File: config.mk
export PLATFORM = sky130hd
export DESIGN_NAME = vertical_parity_256_engine_core
export DESIGN_NICKNAME = d
export VERILOG_FILES = /design/src/hdl/vp256_pkg.sv /design/src/hdl/vp256_accum.sv /design/src/hdl/vp256_resq.sv /design/src/hdl/vertical_parity_256_engine_core.sv
export SDC_FILE = /design/constraint.sdc
export NUM_CORES = 1
export LEC_CHECK = 0
export BUFFER_PORTS_ARGS = -buffer_cell sky130_fd_sc_hd__buf_2
export CORE_ASPECT_RATIO = 1.5
export CORE_MARGIN = 4
export CORE_UTILIZATION = 48
export CTS_BUF_LIST = sky130_fd_sc_hd__clkbuf_4
export DETAILED_ROUTE_END_ITERATION = 10
export PLACE_DENSITY = 0.62
export SLEW_MARGIN = 30
export SYNTH_ARGS = -nofsm -noshare
export SYNTH_HDL_FRONTEND = slang
export SYNTH_HIERARCHICAL = 1
export SYNTH_SLANG_ARGS = --single-unit
export TNS_END_PERCENT = 50
File: constraint.sdc
create_clock -name clk -period 9.55 [get_ports clk]
set_input_delay 0.955 -clock clk [delete_from_list [all_inputs] [get_ports clk]]
set_output_delay 0.955 -clock clk [all_outputs]
set_load 0.005 [all_outputs]
File: src/hdl/vp256_pkg.sv
// Shared constants and types for the vertical parity engine.
// No dependencies; imported by vp256_accum, vp256_resq and the top level.
package vp256_pkg;

  localparam int BLOCK_BYTES = 32;
  localparam int LANE_W      = 8;
  localparam int POS_W       = $clog2(BLOCK_BYTES);
  localparam int NWORDS      = (BLOCK_BYTES + 7) / 8;
  localparam int WORD_W      = 64;
  localparam int PAR_W       = NWORDS * WORD_W;
  localparam int IDX_W       = 2;
  localparam int CNT_W       = (NWORDS > 1) ? $clog2(NWORDS) : 1;

  localparam int IN_FIELDS_W  = LANE_W + WORD_W + IDX_W;
  localparam int IN_TDATA_W   = ((IN_FIELDS_W + 7) / 8) * 8;
  localparam int OUT_FIELDS_W = WORD_W + IDX_W + 1;
  localparam int OUT_TDATA_W  = ((OUT_FIELDS_W + 7) / 8) * 8;

  typedef enum logic {
    OP_DATA  = 1'b0,
    OP_CHECK = 1'b1
  } op_t;

  typedef enum logic {
    KIND_PARITY  = 1'b0,
    KIND_VERDICT = 1'b1
  } kind_t;

  typedef logic [LANE_W-1:0] lane_t;

  // Result burst handed from the accumulator to the result sequencer.
  typedef struct packed {
    kind_t             kind;
    logic              good;
    logic [PAR_W-1:0]  parity;
  } burst_req_t;

endpackage

File: src/hdl/vp256_accum.sv
// Input register, column lane accumulator and parity compare.
// Depends on vp256_pkg; feeds burst requests to vp256_resq.
module vp256_accum (
  input  logic                       clk,
  input  logic                       rst_n,
  input  logic                       in_valid,
  output logic                       in_ready,
  input  vp256_pkg::op_t             in_op,
  input  logic [7:0]                 in_byte,
  input  logic [63:0]                in_expected,
  input  logic [vp256_pkg::IDX_W-1:0] in_widx,
  input  logic                       in_last,
  output logic                       req_valid,
  input  logic                       req_ready,
  output vp256_pkg::burst_req_t      req
);
  import vp256_pkg::*;

  logic             s1_valid_r;
  op_t              s1_op_r;
  lane_t            s1_byte_r;
  logic [WORD_W-1:0] s1_exp_r;
  logic [IDX_W-1:0] s1_widx_r;
  logic             s1_last_r;

  lane_t            acc_r   [BLOCK_BYTES];
  lane_t            acc_nxt [BLOCK_BYTES];
  lane_t            lanes_upd [BLOCK_BYTES];
  logic [POS_W-1:0] pos_r, pos_nxt, pos_base;
  logic             closed_r, closed_nxt;
  logic             mis_r, mis_nxt;

  logic [PAR_W-1:0]  par_cur, par_upd;
  logic [WORD_W-1:0] par_sel;
  logic              mism;
  logic              produces;
  logic              adv;

  // Odd parity: a column bit is set when its lane holds an even count of ones.
  // Lanes past the block read as all ones.
  always_comb begin
    for (int i = 0; i < NWORDS * 8; i++) begin
      if (i < BLOCK_BYTES) begin
        par_cur[i*LANE_W +: LANE_W] = ~acc_r[i];
        par_upd[i*LANE_W +: LANE_W] = ~lanes_upd[i];
      end else begin
        par_cur[i*LANE_W +: LANE_W] = '1;
        par_upd[i*LANE_W +: LANE_W] = '1;
      end
    end
  end

  assign par_sel  = par_cur[s1_widx_r*WORD_W +: WORD_W];
  assign mism     = (par_sel != s1_exp_r);
  assign pos_base = closed_r ? '0 : pos_r;

  // A data byte after close starts a fresh buffer.
  always_comb begin
    for (int i = 0; i < BLOCK_BYTES; i++) begin
      lanes_upd[i] = closed_r ? '0 : acc_r[i];
    end
    lanes_upd[pos_base] = lanes_upd[pos_base] ^ s1_byte_r;
  end

  assign produces  = s1_valid_r && s1_last_r && ((s1_op_r == OP_DATA) || closed_r);
  assign adv       = s1_valid_r && (!produces || req_ready);
  // Hold off requests while reset is applied.
  assign in_ready  = rst_n && (!s1_valid_r || adv);
  assign req_valid = s1_valid_r && produces;

  always_comb begin
    req.kind   = (s1_op_r == OP_DATA) ? KIND_PARITY : KIND_VERDICT;
    req.good   = !(mis_r || mism);
    req.parity = par_upd;
  end

  always_comb begin
    acc_nxt    = acc_r;
    pos_nxt    = pos_r;
    closed_nxt = closed_r;
    mis_nxt    = mis_r;
    if (adv) begin
      if (s1_op_r == OP_DATA) begin
        acc_nxt    = lanes_upd;
        pos_nxt    = (pos_base == POS_W'(BLOCK_BYTES - 1)) ? '0 : pos_base + 1'b1;
        closed_nxt = s1_last_r;
        mis_nxt    = 1'b0;
      end else if (closed_r) begin
        mis_nxt = s1_last_r ? 1'b0 : (mis_r || mism);
      end
    end
  end

  always_ff @(posedge clk) begin
    if (!rst_n) begin
      s1_valid_r <= 1'b0;
      pos_r      <= '0;
      closed_r   <= 1'b0;
      mis_r      <= 1'b0;
      for (int i = 0; i < BLOCK_BYTES; i++) begin
        acc_r[i] <= '0;
      end
    end else begin
      if (in_ready) begin
        s1_valid_r <= in_valid;
      end
      pos_r    <= pos_nxt;
      closed_r <= closed_nxt;
      mis_r    <= mis_nxt;
      acc_r    <= acc_nxt;
    end
  end

  always_ff @(posedge clk) begin
    if (in_ready && in_valid) begin
      s1_op_r   <= in_op;
      s1_byte_r <= in_byte;
      s1_exp_r  <= in_expected;
      s1_widx_r <= in_widx;
      s1_last_r <= in_last;
    end
  end

  a_no_check_open: assert property (@(posedge clk) disable iff (!rst_n)
    (req_valid && s1_op_r == OP_CHECK) |-> closed_r)
    else $error("verdict requested on an open buffer");

  a_close_on_last: assert property (@(posedge clk) disable iff (!rst_n)
    (adv && s1_op_r == OP_DATA && s1_last_r) |=> closed_r)
    else $error("buffer not closed after last data byte");

  a_data_clears_mis: assert property (@(posedge clk) disable iff (!rst_n)
    (adv && s1_op_r == OP_DATA) |=> !mis_r)
    else $error("mismatch flag survived a data byte");

endmodule

File: src/hdl/vp256_resq.sv
// Result sequencer: holds one burst and plays it out a word per accepted output transfer.
// Depends on vp256_pkg; loaded from vp256_accum.
module vp256_resq (
  input  logic                  clk,
  input  logic                  rst_n,
  input  logic                  req_valid,
  output logic                  req_ready,
  input  vp256_pkg::burst_req_t req,
  output logic                  out_valid,
  input  logic                  out_ready,
  output vp256_pkg::kind_t      out_kind,
  output logic [63:0]           out_parity,
  output logic [vp256_pkg::IDX_W-1:0] out_index,
  output logic                  out_good,
  output logic                  out_last
);
  import vp256_pkg::*;

  logic             ob_valid_r, ob_valid_nxt;
  kind_t            ob_kind_r;
  logic             ob_good_r;
  logic [PAR_W-1:0] ob_par_r;
  logic [CNT_W-1:0] ob_cnt_r, ob_cnt_nxt;
  logic             ob_last;
  logic             load;
  logic             take;

  assign ob_last   = (ob_kind_r == KIND_VERDICT) || (ob_cnt_r == CNT_W'(NWORDS - 1));
  assign take      = ob_valid_r && out_ready;
  assign req_ready = !ob_valid_r || (out_ready && ob_last);
  assign load      = req_valid && req_ready;

  always_comb begin
    ob_valid_nxt = ob_valid_r;
    ob_cnt_nxt   = ob_cnt_r;
    if (load) begin
      ob_valid_nxt = 1'b1;
      ob_cnt_nxt   = '0;
    end else if (take) begin
      if (ob_last) begin
        ob_valid_nxt = 1'b0;
      end else begin
        ob_cnt_nxt = ob_cnt_r + 1'b1;
      end
    end
  end

  always_ff @(posedge clk) begin
    if (!rst_n) begin
      ob_valid_r <= 1'b0;
      ob_cnt_r   <= '0;
    end else begin
      ob_valid_r <= ob_valid_nxt;
      ob_cnt_r   <= ob_cnt_nxt;
    end
  end

  always_ff @(posedge clk) begin
    if (load) begin
      ob_kind_r <= req.kind;
      ob_good_r <= req.good;
      ob_par_r  <= req.parity;
    end
  end

  always_comb begin
    out_valid = ob_valid_r;
    out_kind  = ob_kind_r;
    out_last  = ob_last;
    if (ob_kind_r == KIND_VERDICT) begin
      out_parity = '0;
      out_index  = '0;
      out_good   = ob_good_r;
    end else begin
      out_parity = ob_par_r[ob_cnt_r*WORD_W +: WORD_W];
      out_index  = IDX_W'(ob_cnt_r);
      out_good   = 1'b0;
    end
  end

  a_cnt_advance: assert property (@(posedge clk) disable iff (!rst_n)
    (take && !ob_last) |=> (ob_valid_r && ob_cnt_r == CNT_W'($past(ob_cnt_r) + 1'b1)))
    else $error("parity word counter skipped");

  a_verdict_single: assert property (@(posedge clk) disable iff (!rst_n)
    (ob_valid_r && ob_kind_r == KIND_VERDICT) |-> (ob_cnt_r == '0))
    else $error("verdict with nonzero word count");

endmodule

File: src/hdl/vertical_parity_256_engine_core.sv
// Top level of the vertical parity engine: odd column parity over 256-bit words.
// Depends on vp256_pkg, vp256_accum and vp256_resq.
//
// Usage:
//   The in_ channel carries one request per cycle when ready. in_tuser = 0
//   is a buffer byte, in_tuser = 1 an expected parity word; in_tlast marks
//   the last byte of a buffer or the last expected word of a check round.
//   The last byte of a buffer yields four parity words on the out_ channel,
//   word index 0..3, with out_tlast on the fourth. The last expected word of a
//   round yields one verdict (out_tuser = 1) with check_good in out_tdata.
//   A request is registered on acceptance; one that yields results then loads
//   the result sequencer, which offers them from its own register. Bytes and
//   non-final checks are taken one per cycle unless a result-producing
//   request waits in the input register. A burst of four words holds the
//   output until its last word is taken; the input keeps taking requests
//   until another burst-producing request meets a busy result sequencer,
//   then stalls until the last word goes. When the receiver drops out_tready
//   the current result holds; bytes and non-final checks still flow until a
//   result-producing request backs up. Reset clears lanes, position, the
//   closed and mismatch flags; no request is taken while rst_n is low.
module vertical_parity_256_engine_core (
  input  logic                            clk,
  input  logic                            rst_n,
  input  logic                            in_tvalid,
  output logic                            in_tready,
  // [7:0] data_byte, [71:8] expected_word, [73:72] word_index, rest zero
  input  logic [vp256_pkg::IN_TDATA_W-1:0]  in_tdata,
  // [0] operation
  input  logic                            in_tuser,
  input  logic                            in_tlast,
  output logic                            out_tvalid,
  input  logic                            out_tready,
  // [63:0] parity_out, [65:64] out_index, [66] check_good, rest zero
  output logic [vp256_pkg::OUT_TDATA_W-1:0] out_tdata,
  // [0] result_kind
  output logic                            out_tuser,
  output logic                            out_tlast
);
  import vp256_pkg::*;

  logic              req_valid;
  logic              req_ready;
  burst_req_t        req;
  op_t               in_op;
  kind_t             res_kind;
  logic [WORD_W-1:0] res_parity;
  logic [IDX_W-1:0]  res_index;
  logic              res_good;

  assign in_op = op_t'(in_tuser);

  vp256_accum u_accum (
    .clk         (clk),
    .rst_n       (rst_n),
    .in_valid    (in_tvalid),
    .in_ready    (in_tready),
    .in_op       (in_op),
    .in_byte     (in_tdata[LANE_W-1:0]),
    .in_expected (in_tdata[LANE_W +: WORD_W]),
    .in_widx     (in_tdata[LANE_W+WORD_W +: IDX_W]),
    .in_last     (in_tlast),
    .req_valid   (req_valid),
    .req_ready   (req_ready),
    .req         (req)
  );

  vp256_resq u_resq (
    .clk        (clk),
    .rst_n      (rst_n),
    .req_valid  (req_valid),
    .req_ready  (req_ready),
    .req        (req),
    .out_valid  (out_tvalid),
    .out_ready  (out_tready),
    .out_kind   (res_kind),
    .out_parity (res_parity),
    .out_index  (res_index),
    .out_good   (res_good),
    .out_last   (out_tlast)
  );

  assign out_tuser = logic'(res_kind);
  assign out_tdata = {{(OUT_TDATA_W - OUT_FIELDS_W){1'b0}}, res_good, res_index, res_parity};

endmodule
==> metrics <==
status finished, final reports clean; TritonCTS clock tree yes; Period minus WS final ~4600 ps; Placed Area 30700 µm²; Root Driver clkbuf_4; final core occ around 54%; GP Congestion between 0.9 and 1; pins over their slew limit 0; synthesized instance count 2488; WL/cell 30.85 µm; RSZ-0062 raised after global routing false; # IOs 162; Clk pin slew, worst setup/hold paths about 70 ps; Starting DRT DRC Count around 4000; Initial Util 48.39%; Avg Inst Size Synth 11.89 µm²; Max-Cap Viols 0; via count between 20000 and 25000; core region area a little over 60000 µm²; Post-Route WL 109300 µm; leak pwr around 9.6 nW; fin crit share 47.83%; clk sinks 601; #FFs+latches synth 601; highest-count cells in the layout ignoring fill and taps 334 x edfxtp_1, 262 x dfxtp_1, 255 x nand2_1; chip width 210.7 µm; Cells after DPL 3266; Sw Share 25.37%; largest net degree at the start of global routing 121; Synth Flop Type edfxtp_1; PwrDens 165.0 nW/µm²; setup TNS 0 ps; Post-route DRC 0; async set or reset register ratio after synthesis 0%; worst min path class in -> reg; total number of yosys warnings 6; post-route ant nets 0; Syn-to-layout area delta 10.72%; cells along the critical path buf_4 -> mux4_2 -> nor2b_1 -> buf_2; max incr delay on CP 750 ps; GR Overflow Total 0; final hold vios 0; Netlist cell types 66; Clk pwr share 41.1%; crit-path max FO 36; Peak VDD IR around 0.00011 V; fin nets 2716; sw power 1.371 mW; die area approximately 66000 µm²; Post-synth EDFFs about 330; crit path max-delay cell type dfxtp_4; power share of the combinational group under 10%; commonest non-fill, non-tap cell in the layout edfxtp_1; first-pass GRT wire length approximately 160000 µm; fin area ~33000 µm²; Startpoint Class flop; Arr. time, crit path 3610 ps; die height 312.0 µm; vias in the first global route 22879; Slew @ Worst Pin about 1100 ps; CTS buffer count 145; highest clock rate 0.2189 GHz; post-layout power between 5 and 6 mW; ratio of cells with drive above 1 in the final layout between 20% and 30%; First-pass DRT Iterations 10; sequential fraction of the synthesis area 51.99%; internal power 4.032 mW; CP Capture Type primary output; kind of critical path reg -> out; Port Buffers 150; CTS max path bufs 3; number of buffers inserted by hold repair at cts 0; Slew HR roughly 28%; H-tree depth 4; Setup Buffers After CTS 0; antenna violations before repair 5; clk_lat worst skew 1050 ps; post-CTS sizing 0; Post-Syn Area 29570 µm²; worst endpoint required time 8600 ps; Rows 111; Non-Filler Instances approximately 3500; hpwl dp 76500 µm; average via count per standard cell 6.705; Reg power frac 51.6%; Max Clock Skew 57.16 ps; Final setup viols 0; overall track demand over capacity in global routing 32.47%
## path summary, 6_finish.rpt
kind / startpoint / endpoint / slack, ps / cells past startpoint
setup / recovery: u_resq/ob_cnt_r[0] / out_tdata[11] / 4980 / 4
hold / removal: in_tdata[37] / u_accum/s1_exp_r[29] / 90 / 1
setup reg to reg: u_accum/pos_r[0] / u_resq/ob_par_r[180] / 5300 / 8
hold reg to reg: u_accum/acc_r[78] / u_accum/acc_r[78] / 510 / 2
## sequential cells by signal, summed over array words and instances, names as in the netlist
register	cells
u_accum/acc_r	256
u_accum/s1_op_r	1
u_resq/ob_good_r	1
u_accum/s1_byte_r	8
u_resq/out_valid	1
u_accum/pos_r	5
u_accum/mis_r	1
u_accum/s1_valid_r	1
u_accum/s1_exp_r	64
u_accum/closed_r	1
u_accum/s1_last_r	1
u_resq/out_kind	1
u_resq/ob_cnt_r	2
u_resq/ob_par_r	256
u_accum/s1_widx_r	2
## cells in the mapped netlist (all sizes together) (10+ instances only)
master	instances	area, µm²
nand3b	10	101.4
edfxtp	334	10030
nand2	256	963.4
nor2	91	341.6
o211ai	18	135.1
nor2b	76	475.5
a21oi	78	390.4
nand3	101	505.5
nand4	15	93.84
mux4	157	3540
nor3b	62	465.5
mux2	32	364.1
buf	108	696.9
clkbuf	103	386.6
xor2	15	183.9
a22oi	207	1554
dfxtp	267	5345
o22ai	205	1282
and2	28	175.2
xnor2	72	630.6
o21ai	72	360.4
mux2i	78	780.8
## per-layer routing
layer	up-vias	wire, µm	GRT usage [%]
met2	1828	49170	49.40
met5	-	0	0
met3	381	12700	7.330
li1	10055	-	-
met1	11485	40610	43.57
met4	0	6791	17.22
## power groups by stage
stage	registers [mW]	logic, mW	clock network, mW
after global placement	2.84	0.370	0
after CTS	2.79	0.375	2.27
after global routing	2.79	0.397	2.41
after floorplan	2.83	0.238	0
after detailed placement	2.84	0.374	0
final	2.79	0.392	2.22
## layout make-up
| class | count | area (µm²) |
|---|---|---|
| Tap cell | 791 | 989.7 |
| Fill cell | 5299 | 28370 |
| Antenna cell | 6 | 15.01 |
| Inverter | 10 | 37.54 |
| Clock buffer | 224 | 1682 |
| Multi-Input combinational cell | 1670 | 13170 |
| Sequential cell | 601 | 15390 |
| Timing Repair Buffer | 196 | 1179 |
| Clock inverter | 44 | 281.5 |
## worst max-delay path: cells and delay by family (launching register included)
family	cells	cell delay, ps
AND/OR/NAND/NOR	1	170
buffers and inverters	2	920
multiplexers	1	660
flip-flops	1	750
## logic make-up (layout without fill, tap and decap cells)
logic type / count (synthesis) / count (layout) / synth area share, %
mux: 267 / 267 / 15.84
simple gates: 685 / 685 / 11.58
buf+inv: 221 / 474 / 3.791
flops: 601 / 601 / 51.99
xor+xnor: 87 / 87 / 2.755
other cells: 1 / 11 / 0.01268
compound gates: 620 / 620 / 13.77
fa+ha+maj: 6 / 6 / 0.2539
## metrics by stage
stage / worst slack, ps / hold slack [ps]
2_1_floorplan: 1904 / 452.9
3_3_place_gp: 5335 / 484.3
3_5_place_dp: 5322 / 469.8
4_1_cts: 4780 / 7.575
5_1_grt: 4677 / 33.41
6_report: 4983 / 89.33
(Power assumes the default switching activity.)
